`src/lst_pkg.sv`:
```
package lst_pkg;

   // default table size
   localparam int SlotsDefault = 16;

   // field widths
   localparam int OpWidth     = 2;
   localparam int IdWidth     = 16;
   localparam int StatusWidth = 3;
   localparam int SlotWidth   = 4;
   localparam int CountWidth  = 5;

   // operation codes
   localparam logic [OpWidth-1:0] OP_LOOKUP  = 2'd0;
   localparam logic [OpWidth-1:0] OP_ALLOC   = 2'd1;
   localparam logic [OpWidth-1:0] OP_DEALLOC = 2'd2;

   // status codes
   localparam logic [StatusWidth-1:0] STATUS_HIT     = 3'd0;
   localparam logic [StatusWidth-1:0] STATUS_MISS    = 3'd1;
   localparam logic [StatusWidth-1:0] STATUS_NEW     = 3'd2;
   localparam logic [StatusWidth-1:0] STATUS_OVERLAY = 3'd3;
   localparam logic [StatusWidth-1:0] STATUS_REMOVED = 3'd4;

   typedef struct packed {
      logic [OpWidth-1:0] operation;
      logic [IdWidth-1:0] cab_id;
   } req_type;

   typedef struct packed {
      logic [StatusWidth-1:0] status;
      logic [SlotWidth-1:0]   slot;
      logic [CountWidth-1:0]  entry_count;
   } rsp_type;

endpackage

```
`src/lru_session_table.sv`:
```
// Session table of SLOTS slots kept in most-recently-used order. A request
// word is taken when start is high and busy is low; busy then stays high until
// the cycle in which the response word is issued. The response appears on
// rsp_word for one cycle with rsp_strobe high and cannot be held off, so the
// receiver must take it when it comes. The search compares one active entry
// per cycle against the id through a single tag memory read port and one
// comparator, in recency order from the front; it stops at a hit, or after
// all active entries on a miss. The recency list is then updated in the
// S_ACT state, which also forms the response word. Unused operation code 3
// skips the search and changes nothing.
module lru_session_table #(
   parameter int SLOTS = lst_pkg::SlotsDefault
) (
   input  logic             clock,
   input  logic             reset,
   input  logic             start,
   output logic             busy,
   input  lst_pkg::req_type req_word,
   output logic             rsp_strobe,
   output lst_pkg::rsp_type rsp_word
);

   localparam int PW = (SLOTS > 1) ? $clog2(SLOTS) : 1;
   localparam int CW = $clog2(SLOTS + 1);

   localparam logic [1:0] S_IDLE   = 2'd0;
   localparam logic [1:0] S_SEARCH = 2'd1;
   localparam logic [1:0] S_ACT    = 2'd2;

   logic [1:0]                  state_ff, state_in;
   logic [lst_pkg::OpWidth-1:0] op_ff, op_in;
   logic [lst_pkg::IdWidth-1:0] id_ff, id_in;
   logic [PW-1:0]               order_ff [SLOTS];
   logic [PW-1:0]               order_in [SLOTS];
   logic [CW-1:0]               count_ff, count_in;
   logic [CW-1:0]               rd_idx_ff, rd_idx_in;
   logic                        cmp_vld_ff, cmp_vld_in;
   logic [PW-1:0]               cmp_pos_ff, cmp_pos_in;
   logic                        found_ff, found_in;
   logic [PW-1:0]               pos_ff, pos_in;
   logic [lst_pkg::IdWidth-1:0] tag_mem_ff [SLOTS];
   logic [lst_pkg::IdWidth-1:0] tag_rd_ff;
   logic                        rsp_strobe_ff, rsp_strobe_in;
   lst_pkg::rsp_type            rsp_word_ff, rsp_word_in;

   logic          accept;
   logic          rd_en;
   logic          wr_en;
   logic          match;
   logic          full;
   logic [PW-1:0] front_pos;
   logic [PW-1:0] sel_slot;
   logic [CW-1:0] new_count;
   logic [31:0]   slot_wide;
   logic [31:0]   count_wide;

   assign accept = start && !busy;
   assign busy   = (state_ff != S_IDLE);
   assign match  = cmp_vld_ff && (tag_rd_ff == id_ff);
   assign full   = (count_ff == CW'(SLOTS));

   // pick the position moved to front: the hit, or the insert point on a miss
   always_comb begin
      if (found_ff) begin
         front_pos = pos_ff;
      end else if (full) begin
         front_pos = PW'(SLOTS - 1);
      end else begin
         front_pos = count_ff[PW-1:0];
      end
   end

   assign sel_slot = order_ff[front_pos];

   // sequencer and recency list update
   always_comb begin
      int j;
      state_in      = state_ff;
      op_in         = op_ff;
      id_in         = id_ff;
      order_in      = order_ff;
      count_in      = count_ff;
      rd_idx_in     = rd_idx_ff;
      cmp_vld_in    = cmp_vld_ff;
      cmp_pos_in    = cmp_pos_ff;
      found_in      = found_ff;
      pos_in        = pos_ff;
      rsp_strobe_in = 1'b0;
      rsp_word_in   = rsp_word_ff;
      rd_en         = 1'b0;
      wr_en         = 1'b0;
      new_count     = count_ff;
      slot_wide     = 32'd0;
      count_wide    = 32'd0;
      case (state_ff)
         S_IDLE: begin
            if (accept) begin
               op_in      = req_word.operation;
               id_in      = req_word.cab_id;
               rd_idx_in  = '0;
               cmp_vld_in = 1'b0;
               found_in   = 1'b0;
               if (req_word.operation inside {lst_pkg::OP_LOOKUP, lst_pkg::OP_ALLOC,
                                              lst_pkg::OP_DEALLOC}) begin
                  state_in = S_SEARCH;
               end else begin
                  state_in = S_ACT;
               end
            end
         end
         S_SEARCH: begin
            // compare the word read last cycle, issue the next read
            if (match) begin
               found_in = 1'b1;
               pos_in   = cmp_pos_ff;
               state_in = S_ACT;
            end else if (rd_idx_ff < count_ff) begin
               rd_en      = 1'b1;
               rd_idx_in  = rd_idx_ff + 1'b1;
               cmp_vld_in = 1'b1;
               cmp_pos_in = rd_idx_ff[PW-1:0];
            end else if (!cmp_vld_ff) begin
               found_in = 1'b0;
               state_in = S_ACT;
            end else begin
               cmp_vld_in = 1'b0;
            end
         end
         S_ACT: begin
            rsp_word_in.status = lst_pkg::STATUS_MISS;
            slot_wide          = 32'd0;
            if (op_ff == lst_pkg::OP_DEALLOC && found_ff) begin
               // close the gap and park the slot behind the active entries
               new_count = count_ff - 1'b1;
               for (j = 0; j < SLOTS; j++) begin
                  if (j >= int'(pos_ff) && j < int'(new_count)) begin
                     order_in[j] = order_ff[j+1 < SLOTS ? j+1 : j];
                  end else if (j == int'(new_count)) begin
                     order_in[j] = sel_slot;
                  end
               end
               count_in           = new_count;
               rsp_word_in.status = lst_pkg::STATUS_REMOVED;
               slot_wide          = 32'(sel_slot);
            end else if (op_ff inside {lst_pkg::OP_LOOKUP, lst_pkg::OP_ALLOC} &&
                         (found_ff || op_ff == lst_pkg::OP_ALLOC)) begin
               // move the selected slot to front, push the ones ahead down
               for (j = 0; j < SLOTS; j++) begin
                  if (j == 0) begin
                     order_in[j] = sel_slot;
                  end else if (j <= int'(front_pos)) begin
                     order_in[j] = order_ff[j-1];
                  end
               end
               slot_wide = 32'(sel_slot);
               if (found_ff) begin
                  rsp_word_in.status = lst_pkg::STATUS_HIT;
               end else begin
                  wr_en = 1'b1;
                  if (full) begin
                     rsp_word_in.status = lst_pkg::STATUS_OVERLAY;
                  end else begin
                     new_count          = count_ff + 1'b1;
                     count_in           = new_count;
                     rsp_word_in.status = lst_pkg::STATUS_NEW;
                  end
               end
            end
            count_wide              = 32'(new_count);
            rsp_word_in.slot        = slot_wide[lst_pkg::SlotWidth-1:0];
            rsp_word_in.entry_count = count_wide[lst_pkg::CountWidth-1:0];
            rsp_strobe_in           = 1'b1;
            state_in                = S_IDLE;
         end
         default: begin
            state_in = S_IDLE;
         end
      endcase
   end

   // control state
   always_ff @(posedge clock) begin
      if (reset) begin
         state_ff      <= S_IDLE;
         count_ff      <= '0;
         rd_idx_ff     <= '0;
         cmp_vld_ff    <= 1'b0;
         found_ff      <= 1'b0;
         rsp_strobe_ff <= 1'b0;
         for (int i = 0; i < SLOTS; i++) begin
            order_ff[i] <= PW'(i);
         end
      end else begin
         state_ff      <= state_in;
         count_ff      <= count_in;
         rd_idx_ff     <= rd_idx_in;
         cmp_vld_ff    <= cmp_vld_in;
         found_ff      <= found_in;
         rsp_strobe_ff <= rsp_strobe_in;
         order_ff      <= order_in;
      end
   end

   // payload registers
   always_ff @(posedge clock) begin
      op_ff       <= op_in;
      id_ff       <= id_in;
      cmp_pos_ff  <= cmp_pos_in;
      pos_ff      <= pos_in;
      rsp_word_ff <= rsp_word_in;
   end

   // tag memory: one write port, one registered read port
   always_ff @(posedge clock) begin
      if (wr_en) begin
         tag_mem_ff[sel_slot] <= id_ff;
      end
      if (rd_en) begin
         tag_rd_ff <= tag_mem_ff[order_ff[rd_idx_ff[PW-1:0]]];
      end
   end

   assign rsp_strobe = rsp_strobe_ff;
   assign rsp_word   = rsp_word_ff;

   // a response word always ends the busy period
   a_rsp_not_busy: assert property (@(posedge clock) disable iff (reset)
      rsp_strobe |-> !busy)
      else $error("response issued while busy");

   // no response in the cycle right after a request is taken
   a_no_early_rsp: assert property (@(posedge clock) disable iff (reset)
      accept |=> (busy && !rsp_strobe))
      else $error("response too early");

   // active entries never exceed the table size
   a_count_range: assert property (@(posedge clock) disable iff (reset)
      count_ff <= CW'(SLOTS))
      else $error("entry count out of range");

   // a miss reports slot zero and leaves the count alone
   a_miss_slot: assert property (@(posedge clock) disable iff (reset)
      (rsp_strobe && rsp_word.status == lst_pkg::STATUS_MISS) |->
         (rsp_word.slot == '0 && $stable(count_ff)))
      else $error("miss with nonzero slot or count change");

endmodule
```
`config.mk`:
```
export PLATFORM = sky130hd
export DESIGN_NAME = lru_session_table
export DESIGN_NICKNAME = d
export VERILOG_FILES = /design/src/lst_pkg.sv /design/src/lru_session_table.sv
export SDC_FILE = /design/constraint.sdc
export NUM_CORES = 1
export LEC_CHECK = 0
export ABC_AREA = 1
export BUFFER_PORTS_ARGS = -buffer_cell sky130_fd_sc_hd__buf_2
export CAP_MARGIN = 10
export CORE_MARGIN = 2
export CORE_UTILIZATION = 40
export CTS_CLUSTER_SIZE = 30
export DETAILED_ROUTE_END_ITERATION = 6
export HOLD_SLACK_MARGIN = 0.03
export MAX_ROUTING_LAYER = met4
export SLEW_MARGIN = 25
export SYNTH_ARGS = -nofsm -noshare
export SYNTH_HDL_FRONTEND = slang
export SYNTH_SLANG_ARGS = --single-unit
export TNS_END_PERCENT = 1
```
`constraint.sdc`:
```
create_clock -name clock -period 6.16 [get_ports clock]
set_clock_uncertainty 0.05 [all_clocks]
set_input_delay 0.616 -clock clock [delete_from_list [all_inputs] [get_ports clock]]
set_output_delay 0.616 -clock clock [all_outputs]
set_load 0.02 [all_outputs]
```
==> results of run 1 <==
==> cell families (layout without fill, tap and decap cells) <==
| logic type | Yosys count | count (layout) |
|---|---|---|
| buf+inv | 420 | 453 |
| fa+ha+maj | 12 | 12 |
| simple gates | 1317 | 1317 |
| flops | 389 | 389 |
| xor+xnor | 19 | 19 |
| compound gates | 249 | 249 |
==> power breakdown <==
part           internal [W]  leakage [nW]  switching [W]
Combinational      0.000390          5.64        0.00119
Sequential          0.00293          3.44      0.0000410
Clock               0.00153         0.711        0.00110
Total               0.00485          9.79        0.00233
==> synthesized netlist by cell type, types with 6 or more instances <==
| cell type | instances |
|---|---|
| nand2_1 | 678 |
| nand3_1 | 367 |
| edfxtp_1 | 310 |
| inv_1 | 281 |
| a21oi_1 | 116 |
| nor2_1 | 112 |
| o21ai_0 | 91 |
| nand3b_1 | 88 |
| dfxtp_1 | 79 |
| buf_2 | 63 |
| clkbuf_1 | 28 |
| nand2_2 | 19 |
| nand3_2 | 19 |
| inv_2 | 17 |
| o21bai_1 | 14 |
| xor2_1 | 14 |
| buf_6 | 12 |
| ha_1 | 12 |
| buf_4 | 9 |
| nand2_4 | 8 |
| buf_1 | 6 |
| nor2_2 | 6 |
| o21ai_1 | 6 |
| o21ai_2 | 6 |
==> flip-flops by register name, summed over array words and instances, names as in the netlist <==
register	flops
state_ff	2
tag_mem_ff	256
id_ff	16
cmp_vld_ff	1
cmp_pos_ff	4
found_ff	1
order_ff	64
tag_rd_ff	16
op_ff	2
rd_idx_ff	5
rsp_strobe	1
pos_ff	4
count_ff	5
rsp_word	12
==> final cells by class <==
cell class | instances | area, um2 | share of cell area (%)
Sequential cell | 389 | 10900 | 48.0
Clock inverter | 27 | 280 | 1.24
Timing Repair Buffer | 70 | 453 | 2.00
Inverter | 302 | 1140 | 5.02
Clock buffer | 54 | 1170 | 5.16
Tap cell | 672 | 841 | 3.71
Multi-Input combinational cell | 1597 | 7900 | 34.8
==> worst register-to-register path, stage by stage (launching register included) <==
cell	delay, ps
dfxtp_1	550
inv_2	170
ha_1	340
nand3_4	190
ha_1	190
nand2_1	70
nand2_2	480
buf_4	260
nand2_1	50
nand2_1	70
inv_1	40
nand2_1	40
nand3_1	80
nand3_2	290
nand2_2	210
inv_2	180
nand3_1	140
nor2_2	740
==> stage by stage <==
step / area [um2] / cells / utilization [%]
after floorplan: 20500 / 2406 / -
after global placement: 21200 / 3030 / 42.1
after detailed placement: 21200 / 3030 / 42.1
after CTS: 22700 / 3111 / 45.0
after global routing: 22700 / 3111 / 45.0
final: 22700 / 3111 / 45.0
==> metal layers <==
layer | GRT usage [%] | share of wire (%) | vias to the layer above
li1 | - | - | 7953
met1 | 31.0 | 42 | 7900
met2 | 38.9 | 47 | 682
met3 | 4.11 | 7.2 | 164
met4 | 10.8 | 4.6 | 0
met5 | - | 0 | -
==> worst max path at each step <==
| stage | slack, ps | end | startpoint | cells past startpoint |
|---|---|---|---|---|
| finish | 1630 | tag_mem_ff[10][5] | count_ff[0] | 17 |
| global route | 1270 | tag_mem_ff[10][9] | count_ff[0] | 17 |
| CTS | 1290 | tag_mem_ff[14][10] | count_ff[0] | 17 |
| detailed placement | 1330 | tag_mem_ff[14][7] | count_ff[0] | 17 |
| global placement | 1530 | tag_mem_ff[10][0] | count_ff[0] | 17 |
| floorplan | 2670 | tag_mem_ff[10][0] | count_ff[0] | 18 |
==> qor.csv, run 1 <==
metric;value;unit
peakVddDrop;0.180;mV
gp_congestion;0.951;
synthFlopType;edfxtp_1;
clockBufferDepth;3;
hold_class;in -> reg;
synth_cell_types;44;
synth.area.mux_share;0;%
antenna_found_initial;0;
die_h;230;um
grt_overflow;0;
worstPathRequired;6320;ps
grt_first_pass_wirelength;95.9;mm
diodes;0;
synth_area;20500;um2
vias_per_cell;5.37;
clk_pin_slew_worst_paths;70;ps
grt_pass1_vias;15900;
netlist.area_leader.share;45.4;%
startpoint_type;flip-flop;
hold_viol;0;
slew_headroom;39.2;%
mostFrequentLayoutCells;nand2_1 (675), nand3_1 (365), edfxtp_1 (310), inv_1 (280), a21oi_1 (116);
die_x;230;um
cap_violations;0;
reg2regPathDepth;17;
place_hpwl;42.1;mm
cts_buffers;44;
period_needed;4530;ps
die_area;53100;um2
clk_latency;590;ps
timing.rr.start;count_ff[0];
vias;16700;
ys_async_sr_fraction;0;%
final_layout_size_suffix_gt1_share;10.3;%
syn_nets;2439;
layout.nets;2437;
synth-warning-count;0;
synth-seq-area-share;53.1;%
crit_buf_inv;4;
synth_area_leaders;edfxtp_1 (45%), nand2_1 (12%), nand3_1 (9.0%);
setup_slack;1630;ps
post_cts_resized;0;
synthAdderAreaFrac;0.732;%
cts-root-buf;clkbuf_16;
post-cts-setup-buffers;0;
worstHoldStart;req_word[5];
synth-xor-area-share;0.812;%
dp_slack;1330;ps
hold_depth;1;
rsz0062_at_grt;no;
min_to;id_ff[5];
rows;82;
power_density;317;nW/um2
synth-seq-cells;389;
wirelength;63.6;mm
finalCritPeriodShare;73.6;%
power.total;0.00718;W
worst_pin_slew;909;ps
critPathSlowestCell;nor2_2;
synth-compound-area-share;6.76;%
grt_usage;24.5;%
critical_path_class;reg -> reg;
firstDrtPassIters;6;
drc;0;
initialDrtViolationCount;1551;
htreeDepth;2;
avgSynthCellArea;8.52;um2
syn_inst;2406;
wl_per_cell;20.4;um
fillers;4905;
synth_edf_count;310;
worstPathCellList;inv_2, ha_1, nand3_4, ha_1, nand2_1, nand2_2, buf_4, nand2_1, nand2_1, inv_1, nand2_1, nand3_1, nand3_2, nand2_2, inv_2, nand3_1, nor2_2;
clkSinkCount;389;
r2r-end;tag_mem_ff[10][5];
initial_utilization;40.7;%
synth_simple_gate_area_share;29.9;%
critPathArrivalTime;4690;ps
holdBufCountCts;0;
synthToLayoutAreaGrowth;10.6;%
cp_common_cell;nand2_1;
crit_family;simple AND/OR/NAND/NOR gates;
slowest_delay;740;ps
drtAntennaViolNets;0;
critPathMaxFanout;33;
setup_viol;0;
p_leak;9.79;nW
drv_slew;0;
synth.largest_area_cell;edfxtp_1;
rrSetupSlack;1630;ps
pin_count;35;
fmax;221;MHz
final_common_cell;nand2_1;
outcome;finished clean;
io_buffers;34;
cts_tree;yes;
synth_top_family_by_area;simple AND/OR/NAND/NOR gates;
grt_start_max_net_pins;69;
placeableCoreArea;50400;um2
hold_ws;152;ps
tns;0;ps
crit_path_end_kind;flip-flop;
No activity file was read; power rests on OpenSTA's default activity.
==> inputs of run 2 (changes only) <==
--- a/config.mk
+++ b/config.mk
@@ -5,7 +5,7 @@
 export SDC_FILE = /design/constraint.sdc
 export NUM_CORES = 1
 export LEC_CHECK = 0
-export ABC_AREA = 1
+export ABC_AREA = 0
 export BUFFER_PORTS_ARGS = -buffer_cell sky130_fd_sc_hd__buf_2
 export CAP_MARGIN = 10
 export CORE_MARGIN = 2
==> constraint.sdc (replaced) <==
create_clock -name clock -period 4.49 [get_ports clock]
set_clock_uncertainty 0.05 [all_clocks]
set_input_delay 0.449 -clock clock [delete_from_list [all_inputs] [get_ports clock]]
set_output_delay 0.449 -clock clock [all_outputs]
set_load 0.02 [all_outputs]
==> run 2 against run 1 <==
Net effect: clock power up 32%; sequential cell count stayed put; hold slack better by 120 ps; largest cell class unchanged; global-route usage shrank 1.7 points; count of clock-buffer cells in the layout fell by 1; synthesized cell count shrank 34%; final area is 6.6% lower; routed wire length shrank 16%; largest power group unchanged; critical path type unchanged; die area shrank 9.4%; maximum frequency up 7.9%; first-iteration DRC count fell by 8.6%.
==> qor.csv, run 2 <==
metric;value;unit
die_h;219;um
critical_path_class;reg -> reg;
synth-warning-count;0;
holdBufCountCts;18;
pin_count;35;
crit_path_end_kind;flip-flop;
hold_class;in -> reg;
cts_buffers;42;
critPathMaxFanout;18;
final_area;21200;um2
p_sw_share;22.7;%
post_cts_resized;0;
drtAntennaViolNets;0;
vias;13800;
synth_edf_count;310;
synth_cell_types;83;
p_switching;0.00179;W
synthFlopType;edfxtp_1;
placeableCoreArea;45600;um2
ys_async_sr_fraction;0;%
layout.nets;1668;
cap_violations;0;
post-route-util;46.5;%
antenna_found_initial;0;
largest_reg_flops;256;
gr-max-usage-layer;met2;
slew_headroom;21.5;%
post-cts-setup-buffers;0;
synth-seq-area-share;58.7;%
outcome;finished clean;
gp_congestion;0.943;
use_met3;3.12;%
setup_slack;292;ps
worstHoldStart;start;
finalCritPeriodShare;93.5;%
final_layout_size_suffix_gt1_share;16.2;%
synth-seq-cells;389;
comb_power_share;6.3;%
worstPathCellList;and4bb_4, inv_1, ha_1, or2_4, nand2_1, mux4_2, a22oi_2, nand3_2, buf_4, nand3_1, and3b_1, buf_4;
grt_first_pass_wirelength;80.4;mm
setup_viol;0;
synth_area;18500;um2
critPathArrivalTime;4440;ps
period_needed;4200;ps
rows;78;
synth_area_leaders;edfxtp_1 (50%), dfxtp_1 (8.5%), mux4_2 (3.6%);
mostFrequentLayoutCells;edfxtp_1 (310), nand2_1 (123), o21ai_0 (115), a21oi_1 (110), nand3_1 (108);
grt_use_met2;37.5;%
final_cells;2266;
clockBufferDepth;3;
power.total;0.00792;W
syn_nets;1619;
synth.cells.most_frequent;edfxtp_1 (310), nand2_1 (125), o21ai_0 (115);
die_x;219;um
final_common_cell;edfxtp_1;
startpoint_type;flip-flop;
power_density;374;nW/um2
crit_family;simple AND/OR/NAND/NOR gates;
avgSynthCellArea;11.7;um2
wl_per_cell;23.5;um
fmax;238;MHz
grt_usage;22.8;%
grt_pass1_vias;13000;
p_int;0.00612;W
initialDrtViolationCount;1418;
firstDrtPassIters;7;
peakVddDrop;0.255;mV
die_area;48100;um2
timing.rr.start;count_ff[4];
vias_per_cell;6.08;
worst_pin_slew;1170;ps
htreeDepth;2;
placed_area;19600;um2
syn_inst;1586;
fillers;4001;
p_leak;7.23;nW
wirelength;53.2;mm
drv_slew;0;
crit_buf_inv;3;
clk_pin_slew_worst_paths;60;ps
initial_utilization;40.7;%
diodes;0;
clkSinkCount;389;
critPathSlowestCell;dfxtp_1;
hold_viol;0;
rsz0062_at_grt;no;
drc;0;
netlist.area_leader.share;50.2;%
worstPathRequired;4730;ps
top_regs;tag_mem_ff x256, order_ff x64;
synthToLayoutAreaGrowth;14.2;%
place_inst;2173;
clk_latency;570;ps
grt_use_met1;28.9;%
regMostFlops;tag_mem_ff;
cp_common_cell;buf_4;
slowest_delay;640;ps
io_buffers;34;
cp-startpoint;count_ff[4];
yosysMostFrequentCell;edfxtp_1;
cts-root-buf;clkbuf_16;
dp_slack;346;ps
grt_start_max_net_pins;81;
seqPwrFrac;49.9;%
grt_overflow;0;
cts_tree;yes;
synth.largest_area_cell;edfxtp_1;
place_hpwl;34.5;mm
p_clk_share;43.7;%
## run 2: metrics by stage
step / hold slack [ps] / TNS (ps)
detailed placement: 356 / 0
finish: 272 / 0
global route: 294 / 0
CTS: 257 / 0
floorplan: 350 / -7510
global placement: 352 / 0
## run 2: final timing paths
path	end	slack [ps]	cells past startpoint
setup / recovery	tag_mem_ff[13][9]	290	12
hold / removal	state_ff[0]	270	4
setup reg to reg	tag_mem_ff[13][9]	290	12
hold reg to reg	pos_ff[3]	370	0
## run 2: logic make-up after synthesis
kind of cell,share of synthesized area [%]
compound gates,18.7
xor+xnor,1.04
fa+ha+maj,0.810
buf+inv,3.58
flops,58.7
mux,5.12
simple gates,12.0
## run 2: tightest hold or removal path, cell delays in order
cell and delay [ps]:
buf_2 90, a22oi_1 60, o21ai_0 140, and2_1 130
## run 2: routing by layer
| layer | wire, um | share of wire, % |
|---|---|---|
| met2 | 26000 | 49 |
| met3 | 3010 | 5.7 |
| met4 | 1700 | 3.2 |
| met1 | 22500 | 42 |
| met5 | 0 | 0 |
## run 2: final cells by class
type | count | area (um2) | share of cell area, %
clock buffers | 53 | 1090 | 5.16
clock inverters | 22 | 256 | 1.21
inverters | 34 | 128 | 0.602
multi-input cells | 1041 | 7110 | 33.6
flip-flops and latches | 389 | 10900 | 51.4
well taps | 600 | 751 | 3.54
repair buffers | 127 | 951 | 4.49
## run 2: power groups by stage
stage	combinational (W)	clock, W	sequential [W]
after detailed placement	0.000489	0	0.00403
after global placement	0.000482	0	0.00403
after floorplan	0.000292	0	0.00405
after global routing	0.000543	0.00365	0.00395
final	0.000500	0.00346	0.00395
after CTS	0.000502	0.00351	0.00395
